===== config.mk =====
export PLATFORM = sky130hd
export DESIGN_NAME = cbpe_cfg_regs
export DESIGN_NICKNAME = d
export VERILOG_FILES = /design/src/rtl/cbpe_pkg.sv /design/src/rtl/cbpe_cfg_regs.sv
export SDC_FILE = /design/constraint.sdc
export NUM_CORES = 1
export LEC_CHECK = 0
export BUFFER_PORTS_ARGS = -buffer_cell sky130_fd_sc_hd__buf_4
export CAP_MARGIN = 0
export CORE_MARGIN = 2
export CORE_UTILIZATION = 53
export DETAILED_ROUTE_END_ITERATION = 8
export PLACE_DENSITY_LB_ADDON = 0.15
export SETUP_SLACK_MARGIN = 0.4
export SYNTH_ARGS = -nofsm -noshare
export SYNTH_HDL_FRONTEND = slang
export SYNTH_SLANG_ARGS = --single-unit

===== constraint.sdc =====
create_clock -name clk -period 1.6 [get_ports clk]
set_clock_uncertainty 0.1 [all_clocks]
set_input_delay 0.24 -clock clk [delete_from_list [all_inputs] [get_ports clk]]
set_output_delay 0.24 -clock clk [all_outputs]
set_load 0.02 [all_outputs]

===== src/rtl/cbpe_pkg.sv =====
// Shared constants and types for the cubic B-spline point evaluator.
`timescale 1ns / 1ps
package cbpe_pkg;

  localparam int COORD_W    = 16;
  localparam int T_FRAC     = 16;
  localparam int NUM_POINTS = 4;
  localparam int NUM_AXES   = 3;
  localparam int IDX_W      = $clog2(NUM_POINTS);
  localparam int PACK_W     = NUM_AXES * COORD_W;

  localparam int U_W    = T_FRAC + 1;        // 1 - t, Q1.F
  localparam int SQ_W   = 2 * T_FRAC + 1;    // raw square / cube products
  localparam int TRI_W  = 2 * T_FRAC + 3;    // three times a raw product
  localparam int W_W    = T_FRAC + 2;        // basis weight, Q2.F
  localparam int PROD_W = W_W + 1 + COORD_W; // weight times coordinate
  localparam int ACC_W  = PROD_W + 2;        // sum of four products
  localparam int RES_W  = ACC_W - T_FRAC;    // rounded sum before clamp

  localparam logic [U_W-1:0]   T_ONE    = {1'b1, {T_FRAC{1'b0}}};
  localparam logic [SQ_W-1:0]  HALF_SQ  = SQ_W'(1) << (T_FRAC - 1);
  localparam logic [TRI_W-1:0] HALF_TRI = TRI_W'(1) << (T_FRAC - 1);
  localparam logic signed [ACC_W-1:0] HALF_ACC = ACC_W'(1) << (T_FRAC - 1);

  localparam logic signed [RES_W-1:0] SAT_MAX = RES_W'((1 << (COORD_W - 1)) - 1);
  localparam logic signed [RES_W-1:0] SAT_MIN = -SAT_MAX - RES_W'(1);

  typedef logic [PACK_W-1:0]                 point_t;
  typedef point_t [NUM_POINTS-1:0]           point_vec_t;
  typedef logic [W_W-1:0]                    weight_t;
  typedef weight_t [NUM_POINTS-1:0]          weight_vec_t;
  typedef logic signed [COORD_W-1:0]         coord_t;
  typedef coord_t [NUM_AXES-1:0]             coord_vec_t;

endpackage


===== src/rtl/cbpe_cfg_regs.sv =====
// Control point register file written through the configuration port.
`timescale 1ns / 1ps
module cbpe_cfg_regs (
  input  logic                     clk,
  input  logic                     rst_n,
  input  logic                     cfg_we,
  input  logic [cbpe_pkg::IDX_W-1:0]  cfg_index,
  input  logic [cbpe_pkg::PACK_W-1:0] cfg_wdata,
  output cbpe_pkg::point_vec_t     points
);

  cbpe_pkg::point_vec_t pts_r;

  always_ff @(posedge clk) begin
    if (!rst_n) begin
      pts_r <= '0;
    end else if (cfg_we) begin
      pts_r[cfg_index] <= cfg_wdata;
    end
  end

  assign points = pts_r;

endmodule


==> impl_metrics.tcl <==
set metrics [dict create \
    status "finished, final reports clean" \
    drt-total-wl_um 21770 \
    drive_gt1_frac 0.5620 \
    rows 41 \
    fp.dieW_um 118.4 \
    path_cells "buf_6" \
    drtAntennaViolNets 0 \
    grt_max_degree 53 \
    vdd_ir_drop_max_mv 0.5999 \
    gp_routability_congestion 0.8002 \
    drv_slew 0 \
    avgSynthCellArea_um2 10.27 \
    grt_pass1_wl_um 32440 \
    cp.required_ns 1.26 \
    drtIter0Drc 404 \
    start_util 0.5450 \
    crit_path_end_kind "primary output" \
    n_fill_cell 556 \
    viasPerCell 5.235 \
    numClockSinks 192 \
    min_period_ns 1.260 \
    tns_ns 0 \
    firstDrtPassIters 7 \
    grt_setup_unrepaired "true" \
    cts_buffers 17 \
    grt_pass1_vias 6330 \
    ys_seq_area_frac 0.5543 \
    largest_reg_flops 192 \
    worst_slew_pin_slew_ns 0.3953 \
    syn_nets 728 \
    max_stage_delay_ns 0.37 \
    synth_top_area_frac 0.5543 \
    io_buffers 244 \
    dr_total_vias 6135 \
    root_buffer "clkbuf_16" \
    synth.distinct_cells 10 \
    antenna_found_initial 0 \
    hold_class "in2reg" \
    hold-worst-slack_ns 0.04533 \
    power.density_nw_per_um2 953.1 \
    wl_per_cell_um 18.57 \
    postCtsHoldBufs 0 \
    hold_violations 0 \
    min_to "points[73]" \
    clockBufferDepth 2 \
    drc_errors 0 \
    ys_top_cells_by_area "dfxtp_1 55%, mux2i_1 28%, nand2_1 13%, buf_2 1.2%, buf_4 1.1%" \
    place_area_um2 9019 \
    critical_path_class "reg2out" \
    r2r_setup_slack_ns 0.64 \
    synth_largest_area_cell "dfxtp_1" \
    cp_max_fo 2 \
    dieHeight_um 118.4 \
    holdPathStages 3 \
    critPathBufInv 1 \
    path_clk_slew_ns 0.06 \
    grtUsageTotal 0.2942 \
    setup_violations 0 \
    ioPinCount 245 \
    stdcell_area_um2 11170 \
    final_core_util 0.8780 \
    layout_worst_path_cycle_share 0.7876 \
    ys_warn_count 0 \
    synth-seq-cells 192 \
    rr_worst_depth 4 \
    min-delay-start "cfg_wdata[25]" \
    hpwl_um 12570 \
    htreeDepth 4 \
    overflow 0 \
    crit_arrival_ns 0.92 \
    slowest_stage "dfxtp_2" \
    core_um2 12720 \
    p_leak_uw 0.005637 \
    nets 1041 \
    area_growth_pct 61.10 \
    netlist_area_um2 6934 \
    r2r-start "points[181]" \
    die_area_um2 14010 \
    path_delay_family "flip-flops" \
    max_freq_mhz 793.5 \
    cts_tree "yes" \
    maxCapViolations 0 \
    insertion_delay_ns 0.42 \
    syn-instance-count 675 \
    start_kind "flop" \
    n_antenna_cell 0 \
    total_power_uw 10650 \
    slew_headroom 0.7365 \
    r2r-end "points[181]" \
]
layout by cell type (no fill, tap or decap), types with 2 or more instances in the layout:
master,netlist,layout
nand3b_1,2,2
buf_6,0,193
buf_12,0,11
nand2_1,240,240
clkinv_2,0,4
mux2i_1,192,192
dfxtp_2,0,192
bufinv_16,0,2
clkbuf_8,0,4
clkbuf_1,11,4
buf_4,10,137
clkbuf_16,0,17
area by class of cell:
| cell class | instances | area (µm²) | area share |
|---|---|---|---|
| Sequential cell | 192 | 4084 | 0.3656 |
| Timing Repair Buffer | 341 | 3422 | 0.3063 |
| Multi-Input combinational cell | 436 | 2874 | 0.2573 |
| Clock buffer | 25 | 495.5 | 0.04435 |
| Tap cell | 172 | 215.2 | 0.01927 |
| Clock inverter | 6 | 80.08 | 0.007168 |
synthesized netlist by cell type:
master / number
dfxtp_1: 192
buf_1: 9
buf_4: 10
nand3b_1: 2
nand3_1: 1
nand2_1: 240
nor3b_2: 1
clkbuf_1: 11
mux2i_1: 192
buf_2: 17
power breakdown:
part           switching, µW  total [µW]  leakage, µW  internal [µW]
Combinational            702        1380      0.00370            676
Sequential               131        5110      0.00165           4980
Clock                   1700        4150     0.000287           2450
Total                   2530       10600      0.00564           8110
cell families after synthesis:
group,Yosys count,share of synthesized area
buf+inv,47,0.03392
flops,192,0.5543
mux,192,0.2772
simple gates,244,0.1346
stage by stage:
stage | worst slack, ns | instances
3_5_place_dp | 0.2302 | 1059
3_3_place_gp | 0.2998 | 1059
4_1_cts | 0.3449 | 1122
2_1_floorplan | 0.4009 | 675
5_1_grt | 0.3180 | 1172
6_report | 0.3398 | 1172
worst max-delay path by stage:
stage               slack (ns)  cells after the start         start          end
floorplan                 0.40                      4  cfg_index[1]   points[17]
global placement          0.30                      4  cfg_index[1]   points[70]
detailed placement        0.23                      4  cfg_index[1]   points[32]
CTS                       0.34                      1    points[23]   points[23]
global route              0.32                      1    points[32]   points[32]
finish                    0.34                      1   points[120]  points[120]
per-layer routing:
layer / part of all wire / routed length, µm / track usage
met5: 0 / 0 / 0
met4: 0.041 / 897 / 0.1652
met3: 0.065 / 1423 / 0.08591
met1: 0.38 / 8301 / 0.3134
met2: 0.51 / 11150 / 0.5191
timing repair:
action,CTS,global route
setup buffers,32,50
gates cloned,0,0
resized for setup,384,0
endpoints found under the setup margin,192,192
Power figures use the tool's default switching activity.
