===== src/rtl/cbpe_pkg.sv =====
// Shared constants and types for the cubic B-spline point evaluator.
`timescale 1ns / 1ps
package cbpe_pkg;

  localparam int COORD_W    = 16;
  localparam int T_FRAC     = 16;
  localparam int NUM_POINTS = 4;
  localparam int NUM_AXES   = 3;
  localparam int IDX_W      = $clog2(NUM_POINTS);
  localparam int PACK_W     = NUM_AXES * COORD_W;

  localparam int U_W    = T_FRAC + 1;        // 1 - t, Q1.F
  localparam int SQ_W   = 2 * T_FRAC + 1;    // raw square / cube products
  localparam int TRI_W  = 2 * T_FRAC + 3;    // three times a raw product
  localparam int W_W    = T_FRAC + 2;        // basis weight, Q2.F
  localparam int PROD_W = W_W + 1 + COORD_W; // weight times coordinate
  localparam int ACC_W  = PROD_W + 2;        // sum of four products
  localparam int RES_W  = ACC_W - T_FRAC;    // rounded sum before clamp

  localparam logic [U_W-1:0]   T_ONE    = {1'b1, {T_FRAC{1'b0}}};
  localparam logic [SQ_W-1:0]  HALF_SQ  = SQ_W'(1) << (T_FRAC - 1);
  localparam logic [TRI_W-1:0] HALF_TRI = TRI_W'(1) << (T_FRAC - 1);
  localparam logic signed [ACC_W-1:0] HALF_ACC = ACC_W'(1) << (T_FRAC - 1);

  localparam logic signed [RES_W-1:0] SAT_MAX = RES_W'((1 << (COORD_W - 1)) - 1);
  localparam logic signed [RES_W-1:0] SAT_MIN = -SAT_MAX - RES_W'(1);

  typedef logic [PACK_W-1:0]                 point_t;
  typedef point_t [NUM_POINTS-1:0]           point_vec_t;
  typedef logic [W_W-1:0]                    weight_t;
  typedef weight_t [NUM_POINTS-1:0]          weight_vec_t;
  typedef logic signed [COORD_W-1:0]         coord_t;
  typedef coord_t [NUM_AXES-1:0]             coord_vec_t;

endpackage


===== src/rtl/cbpe_weight.sv =====
// Three-stage pipeline producing the four cubic basis weights from t.
`timescale 1ns / 1ps
module cbpe_weight (
  input  logic                        clk,
  input  logic                        rst_n,
  input  logic                        in_valid,
  output logic                        in_ready,
  input  logic [cbpe_pkg::T_FRAC-1:0] in_t,
  output logic                        w_valid,
  input  logic                        w_ready,
  output cbpe_pkg::weight_vec_t       w_out
);

  localparam int F = cbpe_pkg::T_FRAC;

  // stage 1: squares
  logic                            v1_r;
  logic [F-1:0]                    t1_r;
  logic [cbpe_pkg::U_W-1:0]        u1_r;
  logic [cbpe_pkg::SQ_W-1:0]       uu_p_r, tt_p_r;
  // stage 2: cubes
  logic                            v2_r;
  logic [cbpe_pkg::SQ_W-1:0]       uuu_p_r, uut_p_r, ttu_p_r, ttt_p_r;
  // stage 3: rounded weights
  logic                            v3_r;
  cbpe_pkg::weight_vec_t           w_r;

  logic                            rdy1, rdy2, rdy3;
  logic [cbpe_pkg::U_W-1:0]        u_nxt;
  logic [cbpe_pkg::SQ_W-1:0]       uu_sum, tt_sum;
  logic [cbpe_pkg::U_W-1:0]        uu, tt;
  logic [cbpe_pkg::SQ_W-1:0]       w0_sum, w3_sum;
  logic [cbpe_pkg::TRI_W-1:0]      w1_sum, w2_sum;
  cbpe_pkg::weight_vec_t           w_nxt;

  assign rdy3     = !v3_r || w_ready;
  assign rdy2     = !v2_r || rdy3;
  assign rdy1     = !v1_r || rdy2;
  assign in_ready = rdy1;

  assign u_nxt  = cbpe_pkg::T_ONE - {1'b0, in_t};

  assign uu_sum = uu_p_r + cbpe_pkg::HALF_SQ;
  assign tt_sum = tt_p_r + cbpe_pkg::HALF_SQ;
  assign uu     = uu_sum[2*F:F];
  assign tt     = tt_sum[2*F:F];

  // times three as shift plus add, then round
  assign w0_sum = uuu_p_r + cbpe_pkg::HALF_SQ;
  assign w3_sum = ttt_p_r + cbpe_pkg::HALF_SQ;
  assign w1_sum = cbpe_pkg::TRI_W'({uut_p_r, 1'b0}) + cbpe_pkg::TRI_W'(uut_p_r)
                + cbpe_pkg::HALF_TRI;
  assign w2_sum = cbpe_pkg::TRI_W'({ttu_p_r, 1'b0}) + cbpe_pkg::TRI_W'(ttu_p_r)
                + cbpe_pkg::HALF_TRI;

  always_comb begin
    w_nxt[0] = cbpe_pkg::W_W'(w0_sum[2*F:F]);
    w_nxt[1] = w1_sum[2*F+1:F];
    w_nxt[2] = w2_sum[2*F+1:F];
    w_nxt[3] = cbpe_pkg::W_W'(w3_sum[2*F:F]);
  end

  always_ff @(posedge clk) begin
    if (!rst_n) begin
      v1_r <= 1'b0;
      v2_r <= 1'b0;
      v3_r <= 1'b0;
    end else begin
      if (rdy1) begin
        v1_r <= in_valid;
      end
      if (rdy2) begin
        v2_r <= v1_r;
      end
      if (rdy3) begin
        v3_r <= v2_r;
      end
    end
  end

  always_ff @(posedge clk) begin
    if (rdy1 && in_valid) begin
      t1_r   <= in_t;
      u1_r   <= u_nxt;
      uu_p_r <= cbpe_pkg::SQ_W'(u_nxt) * cbpe_pkg::SQ_W'(u_nxt);
      tt_p_r <= cbpe_pkg::SQ_W'(in_t) * cbpe_pkg::SQ_W'(in_t);
    end
    if (rdy2 && v1_r) begin
      uuu_p_r <= cbpe_pkg::SQ_W'(uu) * cbpe_pkg::SQ_W'(u1_r);
      uut_p_r <= cbpe_pkg::SQ_W'(uu) * cbpe_pkg::SQ_W'(t1_r);
      ttu_p_r <= cbpe_pkg::SQ_W'(tt) * cbpe_pkg::SQ_W'(u1_r);
      ttt_p_r <= cbpe_pkg::SQ_W'(tt) * cbpe_pkg::SQ_W'(t1_r);
    end
    if (rdy3 && v2_r) begin
      w_r <= w_nxt;
    end
  end

  assign w_valid = v3_r;
  assign w_out   = w_r;

endmodule


===== config.mk =====
export PLATFORM = sky130hd
export DESIGN_NAME = cbpe_weight
export DESIGN_NICKNAME = d
export VERILOG_FILES = /design/src/rtl/cbpe_pkg.sv /design/src/rtl/cbpe_weight.sv
export SDC_FILE = /design/constraint.sdc
export NUM_CORES = 2
export LEC_CHECK = 0
export ABC_CLOCK_PERIOD_IN_PS = 27100
export BUFFER_PORTS_ARGS = -buffer_cell sky130_fd_sc_hd__buf_2
export CAP_MARGIN = 20
export CORE_MARGIN = 4
export CORE_UTILIZATION = 45
export DETAILED_ROUTE_END_ITERATION = 6
export GPL_TIMING_DRIVEN = 0
export SLEW_MARGIN = 0
export SYNTH_ARGS = -nofsm -noshare
export SYNTH_HDL_FRONTEND = slang
export SYNTH_SLANG_ARGS = --single-unit

===== constraint.sdc =====
create_clock -name clk -period 27.1 [get_ports clk]
set_input_delay 4.065 -clock clk [delete_from_list [all_inputs] [get_ports clk]]
set_output_delay 4.065 -clock clk [all_outputs]
set_load 0.02 [all_outputs]

==> flow_metrics.py <==
metrics = {
    "floorplanning": {
        "die_x_um": 376,
        "rows": 134,
        "num_io_pins": 94,
        "core_um2": 134000,
        "dieArea_um2": 141000,
        "start_util_pct": 45.5,
        "die-height_um": 376,
    },
    "logic_synthesis": {
        "ys_warn_count": 0,
        "ys_seq_elements": 242,
        "synth_async_sr_flop_share_pct": 0,
        "seq_area_frac_synth_pct": 11.9,
        "ys_types": 78,
        "synth_edf_count": 239,
        "netlist_area_um2": 61000,
        "avgSynthCellArea_um2": 9.50,
        "synthFlopType": "edfxtp_1",
        "synthCells": 6421,
    },
    "timing": {
        "tightest_slew_ns": 1.06,
        "skew_ns": 0.0436,
        "fin_crit_sh_pct": 52.0,
        "finalHoldViolCount": 0,
        "final_max_slew_viol_count": 0,
        "whs_ns": 0.572,
        "period_minus_slack_ns": 14.09,
        "fin_setup_tns_ns": 0,
        "max_freq_mhz": 71.0,
        "rsz0062_at_grt": "no",
        "setup_viol": 0,
        "max_slew_margin_pct": 28.8,
    },
    "global_routing": {
        "grt_pass1_wl_mm": 272,
        "antenna_found_initial": 5,
        "overflow": 0,
        "grt_start_max_net_pins": 32,
        "grt_pass1_vias": 47100,
        "track_usage_pct": 25.3,
    },
    "min_path": {
        "hold-path-cell-count": 1,
        "hold_path_class": "register to register",
    },
    "clocking": {
        "cts_resized": 0,
        "cts.sinks": 242,
        "postCtsSetupRepairBufs": 0,
        "htree_levels": 2,
        "clock_tree.root_cell": "clkbuf_16",
        "ctsLongestPathBuffers": 3,
        "worstSkewPairLatency_ns": 0.61,
        "cts_hold_buffers": 0,
        "cts_tree": "done",
        "path_clk_slew_ns": 0.05,
        "cts_buffers": 34,
    },
    "critical_path": {
        "slowest_delay_ns": 0.84,
        "critPathRequiredTime_ns": 27.46,
        "cp.arrival_ns": 14.45,
        "cpMostUsedCell": "fa_1",
        "startpoint_type": "primary input",
        "worstSetupPathType": "primary input to register",
        "end_kind": "register",
        "cp_slowest_cell": "xnor2_1",
        "worstPathMaxFanout": 10,
        "ff2ff_path_depth": 29,
    },
    "route": {
        "detail_route.vias_per_cell": 5.26,
        "dr_total_vias": 44000,
        "drc": 0,
        "wl_met3_mm": 13.7,
        "routedWlPerCell_um": 20.8,
        "finalWirelength_mm": 174,
        "wl_met2_mm": 80.0,
        "drtPass1Iterations": 5,
        "met1_length_mm": 70.3,
        "drtAntennaViolNets": 0,
        "drtIter0Drc": 2921,
        "top_layer_used": "met5",
    },
    "final_layout": {
        "layout.nets": 8543,
        "final_common_cell": "inv_1",
        "final_cell_mix": "inv_1, fa_1, nand2_1",
        "drive_gt1_share_pct": 2.93,
        "area_delta_synth_final_pct": 6.65,
    },
    "place": {
        "numPortBuffers": 91,
        "gp_congestion": 0.970,
        "dp_hpwl_mm": 145,
    },
    "run_status": {
        "outcome": "finished clean",
    },
    "job": {
        "drv_cap": 0,
    },
}
[critical path: cells and delay by family]
| family | cells | cell delay (ns) |
|---|---|---|
| and+or+nand+nor | 4 | 1.53 |
| AOI/OAI and AO/OA | 7 | 2.43 |
| adders and majority gates | 8 | 3.11 |
| buffers and inverters | 8 | 2.34 |
| xor gates and xnor gates | 2 | 0.92 |
[state kept, by name, indices dropped and copies added, names as in the netlist, 16 cells and up]
register	count
u1_r	16
uu_p_r	18
ttt_p_r	18
w_out	70
tt_p_r	17
uut_p_r	32
t1_r	16
uuu_p_r	19
ttu_p_r	33
[stage by stage]
step                      std cells  utilization (%)  instance area (um^2)  worst slack [ns]
after floorplan                6433                -                 61000             14.84
after global placement         8292             47.5                 63700             10.93
after detailed placement       8302             47.7                 63900             12.51
after CTS                      8364             48.5                 65000             13.16
after global routing           8364             48.5                 65000             12.59
final                          8365             48.5                 65000             13.01
[kinds of logic after synthesis]
family	after synthesis	synth area share, %
fa+ha+maj	1953	55.0
other cells	2	0.0123
buf+inv	1820	11.2
simple gates	1757	14.0
compound gates	399	4.27
xor+xnor	247	3.62
mux	1	0.0185
flops	242	11.9
[final cells by class]
type                            instances  area [um^2]
Antenna cell                            1         2.50
Buffer                                239          922
Clock buffer                           39          891
Clock inverter                         23          223
Fill cell                           12700        68900
Inverter                             1581         5940
Multi-Input combinational cell       4371        47000
Sequential cell                       242         7240
Tap cell                             1768         2210
Timing Repair Buffer                  101          647
[path summary, 6_finish.rpt]
kind,startpoint,endpoint,slack [ns]
max,in_t[0],uu_p_r[32]$_DFFE_PP_,13.01
min,uuu_p_r[27]$_DFFE_PP_,w_out[11]$_DFFE_PP_,0.57
max reg2reg,uu_p_r[17]$_DFFE_PP_,uut_p_r[32]$_DFFE_PP_,17.87
min reg2reg,uuu_p_r[27]$_DFFE_PP_,w_out[11]$_DFFE_PP_,0.57
[synth_stat cells (all sizes together), types with 4 or more instances]
library cell	count	area, um^2
nor2	173	649
ha	742	9280
o211ai	7	52.6
o21a	26	195
a21oi	126	631
xor2	68	603
a31oi	12	75.1
buf	7	51.3
nand4	18	113
o21bai	13	97.6
nor3b	4	41.3
or3	14	92.6
a21boi	4	30.0
edfxtp	239	7180
nand2	796	3000
and4	9	78.8
nand3	65	325
xnor2	179	1600
a21o	79	593
or2	6	37.5
a211o	7	61.3
o21ai	60	300
a211oi	8	60.1
inv	1569	5890
a221oi	7	61.3
a41oi	5	43.8
fa	1211	24200
o31ai	7	52.6
nor2b	24	150
nor3	36	196
nand2b	22	138
and3	35	219
clkinv	12	45.0
clkbuf	232	871
and2	549	3430
a311oi	4	35.0
[metal layers]
layer,vias up,GRT usage [%]
li1,19600,-
met1,22100,32.9
met2,1753,41.4
met3,485,4.31
met4,4,11.3
met5,-,0
Power is left out: the tool's default activity adds up to more than one toggle a clock period on the data nets, which glitch-free logic cannot reach.
